### config.mk
export PLATFORM = sky130hd
export DESIGN_NAME = nmea_gga_position_parser
export DESIGN_NICKNAME = d
export VERILOG_FILES = /design/src/rtl/core/ggp_pkg.sv /design/src/rtl/core/ggp_parser.sv /design/src/rtl/core/ggp_result.sv /design/src/rtl/core/nmea_gga_position_parser.sv
export SDC_FILE = /design/constraint.sdc
export NUM_CORES = 2
export LEC_CHECK = 0
export ABC_AREA = 1
export BUFFER_PORTS_ARGS = -buffer_cell sky130_fd_sc_hd__buf_4
export CAP_MARGIN = 20
export CORE_MARGIN = 2
export CORE_UTILIZATION = 60
export CTS_CLUSTER_DIAMETER = 50
export DETAILED_ROUTE_END_ITERATION = 12
export GPL_ROUTABILITY_DRIVEN = 1
export HOLD_SLACK_MARGIN = 0.1
export PLACE_DENSITY = 0.77
export SLEW_MARGIN = 30
export SYNTH_ARGS = -nofsm -noshare
export SYNTH_HDL_FRONTEND = slang
export SYNTH_SLANG_ARGS = --single-unit
### constraint.sdc
create_clock -name clk -period 63.4 [get_ports clk]
set_clock_uncertainty 0.05 [all_clocks]
set_input_delay 19.02 -clock clk [delete_from_list [all_inputs] [get_ports clk]]
set_output_delay 19.02 -clock clk [all_outputs]
set_load 0.02 [all_outputs]
### src/rtl/core/ggp_pkg.sv
// Shared types and constants for the GGA position parser.
// Used by ggp_parser, ggp_result and nmea_gga_position_parser; no dependencies.
package ggp_pkg;

  localparam int LAT_W     = 31;  // latitude_e7 result width
  localparam int LON_W     = 32;  // longitude_e7 result width
  localparam int ALT_W     = 28;  // altitude_mm result width
  localparam int DEG_W     = 10;  // whole degrees of one coordinate
  localparam int MIN_W     = 24;  // minutes in units of 1e-5 minute
  localparam int ALT_MAG_W = 27;  // altitude magnitude in mm, at most 1e8
  localparam int LIMIT_W   = 10;  // idle_limit register width

  localparam logic [LIMIT_W-1:0] IDLE_LIMIT_RESET = 10'd50;

  // Register byte addresses on the configuration port.
  localparam logic [2:0] ADDR_IDLE_LIMIT = 3'd0;

  // Snapshot of one completed fix, handed from the parser to the result pipeline.
  typedef struct packed {
    logic [DEG_W-1:0]     lat_deg;
    logic [MIN_W-1:0]     lat_min;
    logic [DEG_W-1:0]     lon_deg;
    logic [MIN_W-1:0]     lon_min;
    logic                 south;
    logic                 west;
    logic [ALT_MAG_W-1:0] alt_mag;
    logic                 alt_neg;
  } fix_t;

endpackage

### src/rtl/core/ggp_parser.sv
// Burst tracking and byte-by-byte GGA field parsing.
// Depends on ggp_pkg for fix_t and field widths.
module ggp_parser #(
  parameter int BUFFER_BYTES = 128
) (
  input  logic                         clk,
  input  logic                         rst,
  input  logic                         accept,
  input  logic                         op_tick,
  input  logic [7:0]                   byte_value,
  input  logic [ggp_pkg::LIMIT_W-1:0]  idle_limit,
  output logic                         emit,
  output ggp_pkg::fix_t                fix
);

  localparam int BW = $clog2(BUFFER_BYTES - 1);
  localparam logic [BW-1:0] BURST_MAX = BW'(BUFFER_BYTES - 2);

  localparam logic [2:0] HDR_LEN = 3'd7;
  localparam logic [2:0] FD_STOP = 3'd7;

  localparam logic [3:0] FIELD_FIRST = 4'd1;
  localparam logic [3:0] FIELD_LAT   = 4'd2;
  localparam logic [3:0] FIELD_NS    = 4'd3;
  localparam logic [3:0] FIELD_LON   = 4'd4;
  localparam logic [3:0] FIELD_EW    = 4'd5;
  localparam logic [3:0] FIELD_ALT   = 4'd9;
  localparam logic [3:0] FIELD_LAST  = 4'd14;
  localparam logic [3:0] FIELD_DONE  = 4'd15;
  localparam logic [3:0] CHARS_MAX   = 4'd15;

  localparam logic [7:0] CH_NUL    = 8'h00;
  localparam logic [7:0] CH_DOLLAR = 8'h24;
  localparam logic [7:0] CH_COMMA  = 8'h2C;
  localparam logic [7:0] CH_DOT    = 8'h2E;
  localparam logic [7:0] CH_PLUS   = 8'h2B;
  localparam logic [7:0] CH_MINUS  = 8'h2D;
  localparam logic [7:0] CH_S      = 8'h53;
  localparam logic [7:0] CH_W      = 8'h57;

  localparam logic [ggp_pkg::MIN_W-1:0] MIN_SAT = '1;
  localparam logic [ggp_pkg::ALT_MAG_W-1:0] ALT_SAT = 27'd100000000;

  typedef struct packed {
    logic [ggp_pkg::MIN_W-1:0] acc;
    logic [2:0]                fd;
  } feed_t;

  function automatic logic [7:0] hdr_char(input logic [2:0] idx);
    logic [7:0] ch;
    unique case (idx)
      3'd0:    ch = CH_DOLLAR;
      3'd1:    ch = 8'h47;  // G
      3'd2:    ch = 8'h50;  // P
      3'd3:    ch = 8'h47;  // G
      3'd4:    ch = 8'h47;  // G
      3'd5:    ch = 8'h41;  // A
      3'd6:    ch = CH_COMMA;
      default: ch = CH_NUL;
    endcase
    return ch;
  endfunction

  function automatic logic is_digit(input logic [7:0] ch);
    return (ch >= 8'h30) && (ch <= 8'h39);
  endfunction

  // One character of the minutes: integer digits scale by ten, up to five
  // fraction digits after a point add at decreasing weight, others stop the number.
  function automatic feed_t minutes_feed(input feed_t cur, input logic [7:0] ch);
    feed_t       res;
    logic [27:0] v;
    logic [27:0] w;
    res = cur;
    v   = 28'(cur.acc);
    unique case (cur.fd)
      3'd1:    w = 28'd10000;
      3'd2:    w = 28'd1000;
      3'd3:    w = 28'd100;
      3'd4:    w = 28'd10;
      default: w = 28'd1;
    endcase
    if (cur.fd != FD_STOP) begin
      if (is_digit(ch)) begin
        if (cur.fd == 3'd0) begin
          v = 28'(cur.acc) * 28'd10 + 28'(ch[3:0]) * 28'd100000;
        end else if (cur.fd <= 3'd5) begin
          v = 28'(cur.acc) + 28'(ch[3:0]) * w;
          res.fd = cur.fd + 3'd1;
        end
        res.acc = (v > 28'(MIN_SAT)) ? MIN_SAT : v[ggp_pkg::MIN_W-1:0];
      end else if (ch == CH_DOT && cur.fd == 3'd0) begin
        res.fd = 3'd1;
      end else begin
        res.fd = FD_STOP;
      end
    end
    return res;
  endfunction

  logic [BW-1:0]                 burst_bytes, burst_bytes_next;
  logic [ggp_pkg::LIMIT_W-1:0]   idle_ticks, idle_ticks_next;
  logic [2:0]                    header_progress, header_progress_next;
  logic                          header_found, header_found_next;
  logic [3:0]                    field_number, field_number_next;
  logic [3:0]                    field_chars, field_chars_next;
  logic [7:0]                    coord_head [4];
  logic [ggp_pkg::DEG_W-1:0]     lat_degrees, lat_degrees_next;
  logic [ggp_pkg::MIN_W-1:0]     lat_minutes_e5, lat_minutes_e5_next;
  logic [ggp_pkg::DEG_W-1:0]     lon_degrees, lon_degrees_next;
  logic [ggp_pkg::MIN_W-1:0]     lon_minutes_e5, lon_minutes_e5_next;
  logic                          south, south_next;
  logic                          west, west_next;
  logic [ggp_pkg::ALT_MAG_W-1:0] altitude_accum, altitude_accum_next;
  logic                          altitude_negative, altitude_negative_next;
  logic [2:0]                    fraction_digits, fraction_digits_next;

  logic                      lat_short, lon_short;
  logic                      three_deg;
  logic [ggp_pkg::DEG_W-1:0] deg_calc;
  feed_t                     head_f1, head_f2, head_f3, feed_cur;
  logic [30:0]               alt_v;
  logic [30:0]               alt_w;
  logic                      parse_byte;

  // A coordinate field of five or fewer characters reads as zero when it closes.
  assign lat_short = (field_number == FIELD_LAT) && (field_chars <= 4'd5);
  assign lon_short = (field_number == FIELD_LON) && (field_chars <= 4'd5);

  // Degrees and leading minutes once the fifth character arrives.
  assign three_deg = (byte_value != CH_DOT);
  always_comb begin
    if (!is_digit(coord_head[0])) begin
      deg_calc = '0;
    end else if (!is_digit(coord_head[1])) begin
      deg_calc = 10'(coord_head[0][3:0]);
    end else if (!three_deg || !is_digit(coord_head[2])) begin
      deg_calc = 10'(coord_head[0][3:0]) * 10'd10 + 10'(coord_head[1][3:0]);
    end else begin
      deg_calc = 10'(coord_head[0][3:0]) * 10'd100 + 10'(coord_head[1][3:0]) * 10'd10
               + 10'(coord_head[2][3:0]);
    end
  end

  assign head_f1  = minutes_feed('0, three_deg ? coord_head[3] : coord_head[2]);
  assign head_f2  = minutes_feed(head_f1, three_deg ? byte_value : coord_head[3]);
  assign head_f3  = three_deg ? head_f2 : minutes_feed(head_f2, byte_value);
  assign feed_cur = minutes_feed('{acc: (field_number == FIELD_LAT) ? lat_minutes_e5
                                                                    : lon_minutes_e5,
                                   fd: fraction_digits}, byte_value);

  always_comb begin
    unique case (fraction_digits)
      3'd1:    alt_w = 31'd100;
      3'd2:    alt_w = 31'd10;
      default: alt_w = 31'd1;
    endcase
  end

  // The fix as it stands when the burst closes, with the open field finished.
  always_comb begin
    fix.lat_deg = lat_short ? '0 : lat_degrees;
    fix.lat_min = lat_short ? '0 : lat_minutes_e5;
    fix.lon_deg = lon_short ? '0 : lon_degrees;
    fix.lon_min = lon_short ? '0 : lon_minutes_e5;
    fix.south   = south;
    fix.west    = west;
    fix.alt_mag = altitude_accum;
    fix.alt_neg = altitude_negative;
  end

  assign parse_byte = accept && !op_tick && (burst_bytes < BURST_MAX);

  always_comb begin
    burst_bytes_next       = burst_bytes;
    idle_ticks_next        = idle_ticks;
    header_progress_next   = header_progress;
    header_found_next      = header_found;
    field_number_next      = field_number;
    field_chars_next       = field_chars;
    lat_degrees_next       = lat_degrees;
    lat_minutes_e5_next    = lat_minutes_e5;
    lon_degrees_next       = lon_degrees;
    lon_minutes_e5_next    = lon_minutes_e5;
    south_next             = south;
    west_next              = west;
    altitude_accum_next    = altitude_accum;
    altitude_negative_next = altitude_negative;
    fraction_digits_next   = fraction_digits;
    alt_v                  = 31'(altitude_accum);
    emit                   = 1'b0;

    if (accept && !op_tick) begin
      idle_ticks_next = '0;
    end

    if (parse_byte) begin
      burst_bytes_next = burst_bytes + BW'(1);
      if (!header_found) begin
        if (header_progress != HDR_LEN) begin
          if (byte_value == CH_NUL) begin
            header_progress_next = HDR_LEN;
          end else if (byte_value == hdr_char(header_progress)) begin
            header_progress_next = header_progress + 3'd1;
            if (header_progress == HDR_LEN - 3'd1) begin
              header_found_next    = 1'b1;
              field_number_next    = FIELD_FIRST;
              field_chars_next     = '0;
              fraction_digits_next = '0;
            end
          end else begin
            header_progress_next = (byte_value == CH_DOLLAR) ? 3'd1 : 3'd0;
          end
        end
      end else if (field_number != FIELD_DONE) begin
        if (byte_value == CH_NUL || byte_value == CH_COMMA) begin
          if (lat_short) begin
            lat_degrees_next    = '0;
            lat_minutes_e5_next = '0;
          end
          if (lon_short) begin
            lon_degrees_next    = '0;
            lon_minutes_e5_next = '0;
          end
          if (byte_value == CH_NUL) begin
            field_number_next = FIELD_DONE;
          end else begin
            if (field_number < FIELD_LAST) begin
              field_number_next = field_number + 4'd1;
            end
            field_chars_next     = '0;
            fraction_digits_next = '0;
          end
        end else begin
          if (field_number == FIELD_LAT || field_number == FIELD_LON) begin
            if (field_chars == 4'd4) begin
              fraction_digits_next = head_f3.fd;
              if (field_number == FIELD_LAT) begin
                lat_degrees_next    = deg_calc;
                lat_minutes_e5_next = head_f3.acc;
              end else begin
                lon_degrees_next    = deg_calc;
                lon_minutes_e5_next = head_f3.acc;
              end
            end else if (field_chars > 4'd4) begin
              fraction_digits_next = feed_cur.fd;
              if (field_number == FIELD_LAT) begin
                lat_minutes_e5_next = feed_cur.acc;
              end else begin
                lon_minutes_e5_next = feed_cur.acc;
              end
            end
          end else if (field_number == FIELD_NS) begin
            if (field_chars == 4'd0 && byte_value == CH_S) begin
              south_next = 1'b1;
            end
          end else if (field_number == FIELD_EW) begin
            if (field_chars == 4'd0 && byte_value == CH_W) begin
              west_next = 1'b1;
            end
          end else if (field_number == FIELD_ALT && fraction_digits != FD_STOP) begin
            if (field_chars == 4'd0 && (byte_value == CH_MINUS || byte_value == CH_PLUS)) begin
              altitude_negative_next = (byte_value == CH_MINUS);
            end else if (is_digit(byte_value)) begin
              if (fraction_digits == 3'd0) begin
                alt_v = 31'(altitude_accum) * 31'd10 + 31'(byte_value[3:0]) * 31'd1000;
              end else if (fraction_digits <= 3'd3) begin
                alt_v = 31'(altitude_accum) + 31'(byte_value[3:0]) * alt_w;
                fraction_digits_next = fraction_digits + 3'd1;
              end
              altitude_accum_next = (alt_v > 31'(ALT_SAT)) ? ALT_SAT
                                                           : alt_v[ggp_pkg::ALT_MAG_W-1:0];
            end else if (byte_value == CH_DOT && fraction_digits == 3'd0) begin
              fraction_digits_next = 3'd1;
            end else begin
              fraction_digits_next = FD_STOP;
            end
          end
          if (field_chars != CHARS_MAX) begin
            field_chars_next = field_chars + 4'd1;
          end
        end
      end
    end

    if (accept && op_tick && burst_bytes != '0) begin
      if (idle_ticks < idle_limit) begin
        idle_ticks_next = idle_ticks + ggp_pkg::LIMIT_W'(1);
      end else begin
        // Burst complete: report the fix if the header was seen, then start over.
        emit                   = header_found;
        burst_bytes_next       = '0;
        idle_ticks_next        = '0;
        header_progress_next   = '0;
        header_found_next      = 1'b0;
        field_number_next      = '0;
        field_chars_next       = '0;
        lat_degrees_next       = '0;
        lat_minutes_e5_next    = '0;
        lon_degrees_next       = '0;
        lon_minutes_e5_next    = '0;
        south_next             = 1'b0;
        west_next              = 1'b0;
        altitude_accum_next    = '0;
        altitude_negative_next = 1'b0;
        fraction_digits_next   = '0;
      end
    end
  end

  always_ff @(posedge clk) begin
    if (rst) begin
      burst_bytes       <= '0;
      idle_ticks        <= '0;
      header_progress   <= '0;
      header_found      <= 1'b0;
      field_number      <= '0;
      field_chars       <= '0;
      lat_degrees       <= '0;
      lat_minutes_e5    <= '0;
      lon_degrees       <= '0;
      lon_minutes_e5    <= '0;
      south             <= 1'b0;
      west              <= 1'b0;
      altitude_accum    <= '0;
      altitude_negative <= 1'b0;
      fraction_digits   <= '0;
    end else begin
      burst_bytes       <= burst_bytes_next;
      idle_ticks        <= idle_ticks_next;
      header_progress   <= header_progress_next;
      header_found      <= header_found_next;
      field_number      <= field_number_next;
      field_chars       <= field_chars_next;
      lat_degrees       <= lat_degrees_next;
      lat_minutes_e5    <= lat_minutes_e5_next;
      lon_degrees       <= lon_degrees_next;
      lon_minutes_e5    <= lon_minutes_e5_next;
      south             <= south_next;
      west              <= west_next;
      altitude_accum    <= altitude_accum_next;
      altitude_negative <= altitude_negative_next;
      fraction_digits   <= fraction_digits_next;
    end
  end

  // The first four characters of a coordinate field are always rewritten
  // before they are read, so they need no reset.
  always_ff @(posedge clk) begin
    if (parse_byte && header_found && field_chars < 4'd4) begin
      coord_head[field_chars[1:0]] <= byte_value;
    end
  end

endmodule

### src/rtl/core/ggp_result.sv
// Five-stage result pipeline: scales degrees and minutes to 1e-7 degree,
// saturates and applies hemisphere and altitude signs. Depends on ggp_pkg.
module ggp_result (
  input  logic                         clk,
  input  logic                         rst,
  input  logic                         in_valid,
  output logic                         in_ready,
  input  ggp_pkg::fix_t                fix,
  output logic                         out_valid,
  input  logic                         out_ready,
  output logic [ggp_pkg::LAT_W-1:0]    latitude_e7,
  output logic [ggp_pkg::LON_W-1:0]    longitude_e7,
  output logic [ggp_pkg::ALT_W-1:0]    altitude_mm
);

  localparam logic [34:0] LAT_LIMIT = 35'd900000000;
  localparam logic [34:0] LON_LIMIT = 35'd1800000000;
  localparam logic [33:0] DEG_SCALE = 34'd10000000;
  // ceil(2^29 / 3); exact division by three for every dividend below 2^29.
  localparam logic [55:0] RECIP3    = 56'd178956971;
  localparam int          RECIP3_SH = 29;

  logic v1, v2, v3, v4;
  logic adv1, adv2, adv3, adv4, adv5;

  ggp_pkg::fix_t s1;

  logic [33:0] s2_lat_e7, s2_lon_e7;
  logic [26:0] s2_lat_m5, s2_lon_m5;
  logic        s2_south, s2_west, s2_alt_neg;
  logic [ggp_pkg::ALT_MAG_W-1:0] s2_alt;

  logic [33:0] s3_lat_e7, s3_lon_e7;
  logic [24:0] s3_lat_q, s3_lon_q;
  logic        s3_south, s3_west, s3_alt_neg;
  logic [ggp_pkg::ALT_MAG_W-1:0] s3_alt;

  logic [34:0] s4_lat_sum, s4_lon_sum;
  logic        s4_south, s4_west, s4_alt_neg;
  logic [ggp_pkg::ALT_MAG_W-1:0] s4_alt;

  logic [55:0] lat_prod, lon_prod;
  logic [30:0] lat_mag;
  logic [31:0] lon_mag;
  logic [ggp_pkg::ALT_W-1:0] alt_ext;

  assign adv5     = !out_valid || out_ready;
  assign adv4     = !v4 || adv5;
  assign adv3     = !v3 || adv4;
  assign adv2     = !v2 || adv3;
  assign adv1     = !v1 || adv2;
  assign in_ready = adv1;

  assign lat_prod = 56'(s2_lat_m5) * RECIP3;
  assign lon_prod = 56'(s2_lon_m5) * RECIP3;

  assign lat_mag = (s4_lat_sum > LAT_LIMIT) ? LAT_LIMIT[30:0] : s4_lat_sum[30:0];
  assign lon_mag = (s4_lon_sum > LON_LIMIT) ? LON_LIMIT[31:0] : s4_lon_sum[31:0];
  assign alt_ext = ggp_pkg::ALT_W'(s4_alt);

  always_ff @(posedge clk) begin
    if (rst) begin
      v1        <= 1'b0;
      v2        <= 1'b0;
      v3        <= 1'b0;
      v4        <= 1'b0;
      out_valid <= 1'b0;
    end else begin
      if (adv1) v1 <= in_valid;
      if (adv2) v2 <= v1;
      if (adv3) v3 <= v2;
      if (adv4) v4 <= v3;
      if (adv5) out_valid <= v4;
    end
  end

  always_ff @(posedge clk) begin
    if (adv1) begin
      s1 <= fix;
    end
    // Rounded minutes/60 in 1e-7 degree is (min_e5 * 5 + 1) / 3.
    if (adv2) begin
      s2_lat_e7  <= 34'(s1.lat_deg) * DEG_SCALE;
      s2_lon_e7  <= 34'(s1.lon_deg) * DEG_SCALE;
      s2_lat_m5  <= 27'(s1.lat_min) * 27'd5 + 27'd1;
      s2_lon_m5  <= 27'(s1.lon_min) * 27'd5 + 27'd1;
      s2_south   <= s1.south;
      s2_west    <= s1.west;
      s2_alt     <= s1.alt_mag;
      s2_alt_neg <= s1.alt_neg;
    end
    if (adv3) begin
      s3_lat_e7  <= s2_lat_e7;
      s3_lon_e7  <= s2_lon_e7;
      s3_lat_q   <= lat_prod[RECIP3_SH +: 25];
      s3_lon_q   <= lon_prod[RECIP3_SH +: 25];
      s3_south   <= s2_south;
      s3_west    <= s2_west;
      s3_alt     <= s2_alt;
      s3_alt_neg <= s2_alt_neg;
    end
    if (adv4) begin
      s4_lat_sum <= 35'(s3_lat_e7) + 35'(s3_lat_q);
      s4_lon_sum <= 35'(s3_lon_e7) + 35'(s3_lon_q);
      s4_south   <= s3_south;
      s4_west    <= s3_west;
      s4_alt     <= s3_alt;
      s4_alt_neg <= s3_alt_neg;
    end
    if (adv5) begin
      latitude_e7  <= s4_south ? -lat_mag : lat_mag;
      longitude_e7 <= s4_west ? -lon_mag : lon_mag;
      altitude_mm  <= s4_alt_neg ? -alt_ext : alt_ext;
    end
  end

endmodule

### src/rtl/core/nmea_gga_position_parser.sv
// A completing tick's result passes s1 to s4 and the output register before m_tvalid.
// Throughput: one byte or tick per cycle; the parser state updates as each item is taken
// and the result pipeline holds up to five fixes, stalling input only when it is full.
// Reset: synchronous, active high; clears burst state but coord_head; idle_limit is 50.
// Top level of the GGA position parser: configuration register, parser and
// result pipeline. Depends on ggp_pkg, ggp_parser and ggp_result.
module nmea_gga_position_parser #(
  parameter int BUFFER_BYTES = 128
) (
  input  logic        clk,
  input  logic        rst,
  input  logic        s_tvalid,
  output logic        s_tready,
  input  logic [7:0]  s_tdata,   // [7:0] byte_value
  input  logic        s_tuser,   // [0] op: 0 byte, 1 millisecond tick
  output logic        m_tvalid,
  input  logic        m_tready,
  output logic [95:0] m_tdata,   // [30:0] latitude_e7, [62:31] longitude_e7,
                                 // [90:63] altitude_mm, [95:91] zero
  input  logic        psel,
  input  logic        penable,
  input  logic        pwrite,
  input  logic [2:0]  paddr,
  input  logic [31:0] pwdata,
  output logic [31:0] prdata,
  output logic        pready
);

  logic [ggp_pkg::LIMIT_W-1:0] idle_limit;
  logic                        accept;
  logic                        emit;
  ggp_pkg::fix_t               fix;
  logic [ggp_pkg::LAT_W-1:0]   latitude_e7;
  logic [ggp_pkg::LON_W-1:0]   longitude_e7;
  logic [ggp_pkg::ALT_W-1:0]   altitude_mm;

  assign pready = 1'b1;
  assign accept = s_tvalid && s_tready;

  always_ff @(posedge clk) begin
    if (rst) begin
      idle_limit <= ggp_pkg::IDLE_LIMIT_RESET;
    end else if (psel && penable && pwrite && pready &&
                 paddr[2] == ggp_pkg::ADDR_IDLE_LIMIT[2]) begin
      idle_limit <= pwdata[ggp_pkg::LIMIT_W-1:0];
    end
  end

  assign prdata = (paddr[2] == ggp_pkg::ADDR_IDLE_LIMIT[2]) ? 32'(idle_limit) : '0;

  ggp_parser #(
    .BUFFER_BYTES(BUFFER_BYTES)
  ) u_parser (
    .clk        (clk),
    .rst        (rst),
    .accept     (accept),
    .op_tick    (s_tuser),
    .byte_value (s_tdata),
    .idle_limit (idle_limit),
    .emit       (emit),
    .fix        (fix)
  );

  ggp_result u_result (
    .clk          (clk),
    .rst          (rst),
    .in_valid     (emit),
    .in_ready     (s_tready),
    .fix          (fix),
    .out_valid    (m_tvalid),
    .out_ready    (m_tready),
    .latitude_e7  (latitude_e7),
    .longitude_e7 (longitude_e7),
    .altitude_mm  (altitude_mm)
  );

  assign m_tdata = {5'b0, altitude_mm, longitude_e7, latitude_e7};

  // A result is launched only by an accepted tick transaction.
  a_emit_on_tick: assert property (@(posedge clk) disable iff (rst)
    emit |-> (s_tvalid && s_tready && s_tuser))
    else $error("result launched without an accepted tick");

  // With the output register empty the whole pipeline can move, so s_tready is high.
  a_ready_when_drained: assert property (@(posedge clk) disable iff (rst)
    !m_tvalid |-> s_tready)
    else $error("input stalled while the output is empty");

  // Reset leaves the pipeline empty.
  a_reset_empty: assert property (@(posedge clk)
    rst |=> (!m_tvalid && s_tready))
    else $error("pipeline not empty after reset");

endmodule

---- Word-level counts from Yosys, hierarchy flattened ----
Memories as Yosys holds them, arrays and structs flattened.
Cells that the tools add are included.
operators by class
  add/subtract/negate cells ............... 26
  $mul .................................... 21
  order comparisons ....................... 29
  eq/ne operators ......................... 41
  multiplexer cells ....................... 230
  bitwise logic cells ..................... 1
  reduce and logical (&&, ||, !) cells .... 51
operator list
  cell                                                                               number
  24-bit two-way mux                                                                 33
  27-bit two-way mux                                                                 18
  31-bit two-way mux                                                                 14
  28-bit two-way mux                                                                 13
  10-bit two-way mux                                                                 27
  14-bit one-hot mux with 4 select lines                                             3
  24-bit by 3-bit multiplier with 27-bit output (second input constant)              5
  3-bit two-way mux                                                                  42
  28-bit by 24-bit > comparator with 1-bit output (second input constant)            4
  27-bit by 28-bit multiplier with 54-bit output (second input constant)             2
  4-bit two-way mux                                                                  24
  24-bit by 28-bit adder with 28-bit output                                          3
  28-bit by 21-bit adder with 28-bit output                                          3
  34-bit by 25-bit adder with 35-bit output                                          2
  32-bit two-way mux                                                                 2
  8-bit by 6-bit == test with 1-bit output (second input constant)                   7
  27-bit by 1-bit adder with 27-bit output (second input constant)                   2
  10-bit by 17-bit multiplier with 27-bit output (second input constant)             2
  4-bit by 14-bit multiplier with 18-bit output                                      3
  8-bit by 6-bit >= comparator with 1-bit output (second input constant)             6
  8-bit by 6-bit less-or-equal comparator with 1-bit output (second input constant)  6
  4-bit by 12-bit multiplier with 16-bit output (second input constant)              3
  8-bit two-way mux                                                                  6
  1-bit two-way mux                                                                  43
  other kinds (52)                                                                   126
word-level totals
  register bits after elaboration ......... 706
  memory bits (writable) .................. 32
  input port bits ......................... 51
  logic and storage cells ................. 455
  memories kept ........................... 1
memories
  name                 words  bits a word  read ports  clocked after Yosys merged registers in  write ports  RTL line           RTL
  u_parser.coord_head  4      8            4           0                                        1            ggp_parser.sv:107  logic [7:0] coord_head [4];

---- Logic depth before layout (Yosys ltp) ----
  word-level depth ........................ 39
  depth in mapped cells ................... 47

---- Modules after synthesis ----
From an unflattened synthesis, not the netlist that was laid out.
unflattened totals
  cells, all modules ...................... 9498
  area, all modules ....................... 78629.2 um^2
modules (own cells, without submodules)
  module                    instances  cells an instance  area each (um^2)  seq. area each (um^2)
  ggp_result                1          4934               50218.2           16946.3
  ggp_parser                1          4448               27662.8           3563.4
  nmea_gga_position_parser  1          116                748.2             200.2

---- Worst setup path after synthesis ----
Ideal clock, no wire load.
  path kind ............................... in2out
  start point ............................. in m_tready
  end point ............................... out s_tready
  data arrival time ....................... 27.498 ns
  required time ........................... 44.330 ns
  slack ................................... 16.832 ns
  stages on the path ...................... 8
  buffers on the path ..................... 0
  cell sequence ........................... nor2_1 > inv_1 > nor2_1 > inv_1 > nor2_1 > inv_1 > nor2_1 > nand2_2
between the ends
  cells in the longest elaborated chain, start to end .. 5
ends and longest elaborated chain
  element                  RTL line                        RTL
  start, declared          nmea_gga_position_parser.sv:17  input logic m_tready,
  1-bit logical OR         ggp_result.sv:47                assign adv5 = !out_valid || out_ready;
  named net u_result.adv5  ggp_result.sv:24                logic adv1, adv2, adv3, adv4, adv5;
  1-bit logical OR         ggp_result.sv:48                assign adv4 = !v4 || adv5;
  named net u_result.adv4  ggp_result.sv:24
  1-bit logical OR         ggp_result.sv:49                assign adv3 = !v3 || adv4;
  named net u_result.adv3  ggp_result.sv:24
  1-bit logical OR         ggp_result.sv:50                assign adv2 = !v2 || adv3;
  1-bit logical OR         ggp_result.sv:51                assign adv1 = !v1 || adv2;
  end, declared            nmea_gga_position_parser.sv:13  output logic s_tready,
The timed path passes the listed nets, and every way through them passes these cells.

---- Worst setup path in the final report ----
Same ends and word-level chain as after synthesis.

==> out/results.tsv <==
stage	metric	value	unit
route	num_vias	60997	
worst_setup_path	r2r_cells	41	
route	routed_wl	193700	um
route	first_pass_iters	6	
clocking	cts_buffers	88	
cells_and_area	nFillCells	10261	
cells_and_area	fin_util	0.6520	
worst_setup_path	crit_path_max_incr_delay	0.47	ns
worst_setup_path	crit_path_max_fanout	59	
yosys	netlist_instances	8945	
clocking	cts_sinks	738	
worst_setup_path	critPathMostFrequentCell	nor2_1	
floorplanning	core	125700	sq um
clocking	max-clock-path-buffers	3	
grt	grt_max_degree	87	
clocking	cts_hold_buf	0	
clocking	cts_htree_levels	3	
worst_setup_path	critPathKind	input pin to output pin	
worst_setup_path	worst_ep_required_time	44.33	ns
floorplanning	start_util	0.6052	
sta	slew_headroom	0.2829	
worst_setup_path	cp_top_family	simple AND/OR/NAND/NOR gates	
sta	min_period	40.81	ns
floorplanning	dieArea	129700	sq um
worst_setup_path	crit_arrival	21.74	ns
grt	grt_pass1_vias	60498	
sta	setup_viol	0	
route	drtIter0Drc	4879	
yosys	syn_area_per_cell	8.507	sq um
worst_setup_path	r2r-end	u_parser.lat_minutes_e5[6]	
clocking	clkTransAtPathRegs	0.06	ns
pwr	p_leak	43.96	nW
sta	period_share	0.6437	
placement	globalplace.congestion	0.9570	
yosys	synth_edf_count	593	
grt	grt_antenna_before_repair	3	
pwr	p_per_area	13.58	nW/um^2
flow_run	maxCapViolations	0	
cells_and_area	fin_area	81980	sq um
worst_setup_path	endpoint_kind	output pin	
route	via_per_inst	5.659	
cells_and_area	drive_gt1_frac	0.05401	
route	drc	0	
clocking	clk_latency	0.73	ns
clocking	cts_setup_buffers	0	
clocking	cts_root_buf	clkbuf_16	
cells_and_area	antennaDiodeCount	0	
clocking	tritoncts	built	
worst_setup_path	crit_chain	buf_4 > nor2_1 > inv_4 > nor2_1 > inv_4 > nor2_1 > inv_6 > nor2_1 > nand2_4 > buf_4	
yosys	yosys_register_bits	738	
yosys	yosysWarnings	0	
grt	grt_pass1_wl	311700	um
sta	hold_viol_final	0	
sta	fin_ws	22.59	ns
run_status	status	finished, final reports clean	
worst_setup_path	crit_path_end	s_tready	
yosys	synth_ff_type	edfxtp_1	
sta	tns	0	ns
yosys	ys_types	72	
yosys	ys_async_sr_fraction	0	
yosys	netlist_area	76090	sq um
sta	final_max_slew_viol_count	0	
sta	grt_setup_unrepaired	no	
clocking	post_cts_resized	0	
worst_setup_path	startpoint	m_tready	
worst_setup_path	cp-start-kind	input pin	
worst_hold_path	hp-class	register to register	
route	drt-wirelength-per-cell	17.97	um
placement	portBuffers	129	
cells_and_area	fin_nets	10732	
worst_setup_path	r2r-start	u_parser.fraction_digits[0]	
yosys	yosysSeqAreaShare	0.2722	
sta	fmax	24.50	MHz
worst_setup_path	r2r_slack	54.68	ns
worst_setup_path	cp.depth	10	
grt	track_usage	0.2979	
placement	postPlaceCellArea	78790	sq um
sta	tightest_slew	1.075	ns
worst_setup_path	critPathBufInv	5	
grt	grt_overflow_total	0	
route	antenna_left	0	
pwr	vdd_ir_drop_max	0.02077	mV
placement	pre_cts_slack	22.57	ns
worst_setup_path	slowest_stage	nor2_1	
floorplanning	die_w	360.1	um
floorplanning	die_h	360.1	um
floorplanning	rows	130	
floorplanning	ios	182	
cells_and_area	area_growth	7.743	%
placement	dpl.hpwl	156800	um
==> report_power, final <==
part / internal (mW) / total (mW) / switching (mW)
Sequential: 0.517 / 0.517 / 0.000390
Clock: 0.310 / 0.533 / 0.223
Combinational: 0.0209 / 0.0637 / 0.0428
Total: 0.847 / 1.11 / 0.266
==> worst min path at each step <==
stage	cells after the start	start	endpoint	slack (ns)
detailed placement	0	u_result.s1[16]	u_result.s2_alt[15]	0.35
finish	0	u_result.s2_lon_e7[7]	u_result.s3_lon_e7[7]	0.34
floorplan	0	u_result.s1[1]	u_result.s2_alt[0]	0.35
global placement	0	u_result.s2_lon_e7[25]	u_result.s3_lon_e7[25]	0.35
global route	0	u_result.s2_lon_e7[7]	u_result.s3_lon_e7[7]	0.35
CTS	0	u_result.s2_lon_e7[7]	u_result.s3_lon_e7[7]	0.34
==> layer usage <==
| metal | track usage | vias up | routed length (um) |
|---|---|---|---|
| met5 | 0 | - | 50 |
| met4 | 0.1380 | 6 | 9521 |
| met3 | 0.04116 | 435 | 11990 |
| li1 | - | 29724 | - |
| met2 | 0.5087 | 1988 | 92780 |
| met1 | 0.3738 | 28844 | 79370 |
==> through the flow <==
step | hold slack (ns) | cells | total power, mW
after floorplan | 0.3503 | 8971 | 0.5727
after global placement | 0.3503 | 10613 | 0.5887
after detailed placement | 0.3545 | 10613 | 0.5897
after CTS | 0.3372 | 10778 | 1.121
after global routing | 0.3495 | 10778 | 1.148
final | 0.3419 | 10778 | 1.114
==> registers in the layout, indices dropped and copies added, names as in the netlist, 24 cells and up <==
name	cells
u_parser.coord_head	32
u_result.s3_alt	27
u_parser.lon_minutes_e5	24
u_result.longitude_e7	32
u_result.s2_lon_e7	27
u_parser.altitude_accum	27
u_result.s4_alt	27
u_result.altitude_mm	28
u_result.s3_lat_e7	27
u_result.s1	98
u_result.s2_lon_m5	27
u_parser.lat_minutes_e5	24
u_result.s2_alt	27
u_result.s2_lat_e7	27
u_result.s3_lon_q	25
u_result.s3_lat_q	25
u_result.s4_lat_sum	35
u_result.s4_lon_sum	35
u_result.s3_lon_e7	27
u_result.s2_lat_m5	27
u_result.latitude_e7	31
==> cell type report <==
class,instances,area [sq um],share of cell area
clock buffer,107,2429,0.02962
tap,1650,2064,0.02518
sequential,738,20710,0.2526
clock inverter,58,750.7,0.009157
multi-input combinational,6436,48620,0.5930
inverter,1609,6056,0.07387
timing repair buffer,180,1355,0.01653
==> synth_stat cells, types with 34 or more instances <==
cell type | n | share of area
a21oi_1 | 760 | 0.050
o21bai_1 | 34 | 0.0034
xnor2_1 | 148 | 0.017
nand2_1 | 1431 | 0.071
xor2_1 | 285 | 0.033
fa_1 | 509 | 0.13
o211ai_1 | 48 | 0.0047
dfxtp_1 | 145 | 0.038
a31oi_1 | 45 | 0.0037
o21a_1 | 53 | 0.0052
nand3_1 | 380 | 0.025
nor3_1 | 85 | 0.0056
nor2_1 | 647 | 0.032
or2_2 | 41 | 0.0034
o21ai_0 | 411 | 0.027
edfxtp_1 | 593 | 0.23
ha_1 | 1119 | 0.18
inv_1 | 1580 | 0.078
nand4_1 | 112 | 0.0092
clkbuf_1 | 127 | 0.0063
==> cell families after synthesis <==
family | share of synthesized area
XOR/XNOR | 0.04984
flip-flops | 0.2722
multiplexers | 0.0001316
AND/OR/NAND/NOR | 0.1593
adder cells (fa/ha/maj) | 0.3179
other | 0.00009870
buffers and inverters | 0.09075
AO/OA/AOI/OAI | 0.1098
==> cells in the final DEF, fill, tap and decap left out, types with 10 or more instances in the layout <==
cell type	count
nor2_1	645
fa_1	509
xnor2_1	148
a221oi_1	10
nor2_2	16
inv_2	19
dfxtp_1	145
a21o_1	21
edfxtp_1	593
nand3b_1	15
buf_4	179
xor2_1	285
clkbuf_16	92
nor3_1	84
o21bai_1	34
o31ai_1	18
clkinv_1	18
a211oi_1	25
nand2_2	33
o21a_1	53
nor4_1	25
ha_1	1119
o21ai_1	25
inv_1	1576
a31oi_1	44
o21ai_0	409
nand2_1	1429
o22ai_1	10
nand3_1	380
o211ai_1	48
or2_2	41
a21oi_1	759
nor2_4	10
nand4_1	112
conb_1	28
clkinvlp_4	10
(Power assumes the default switching activity.)
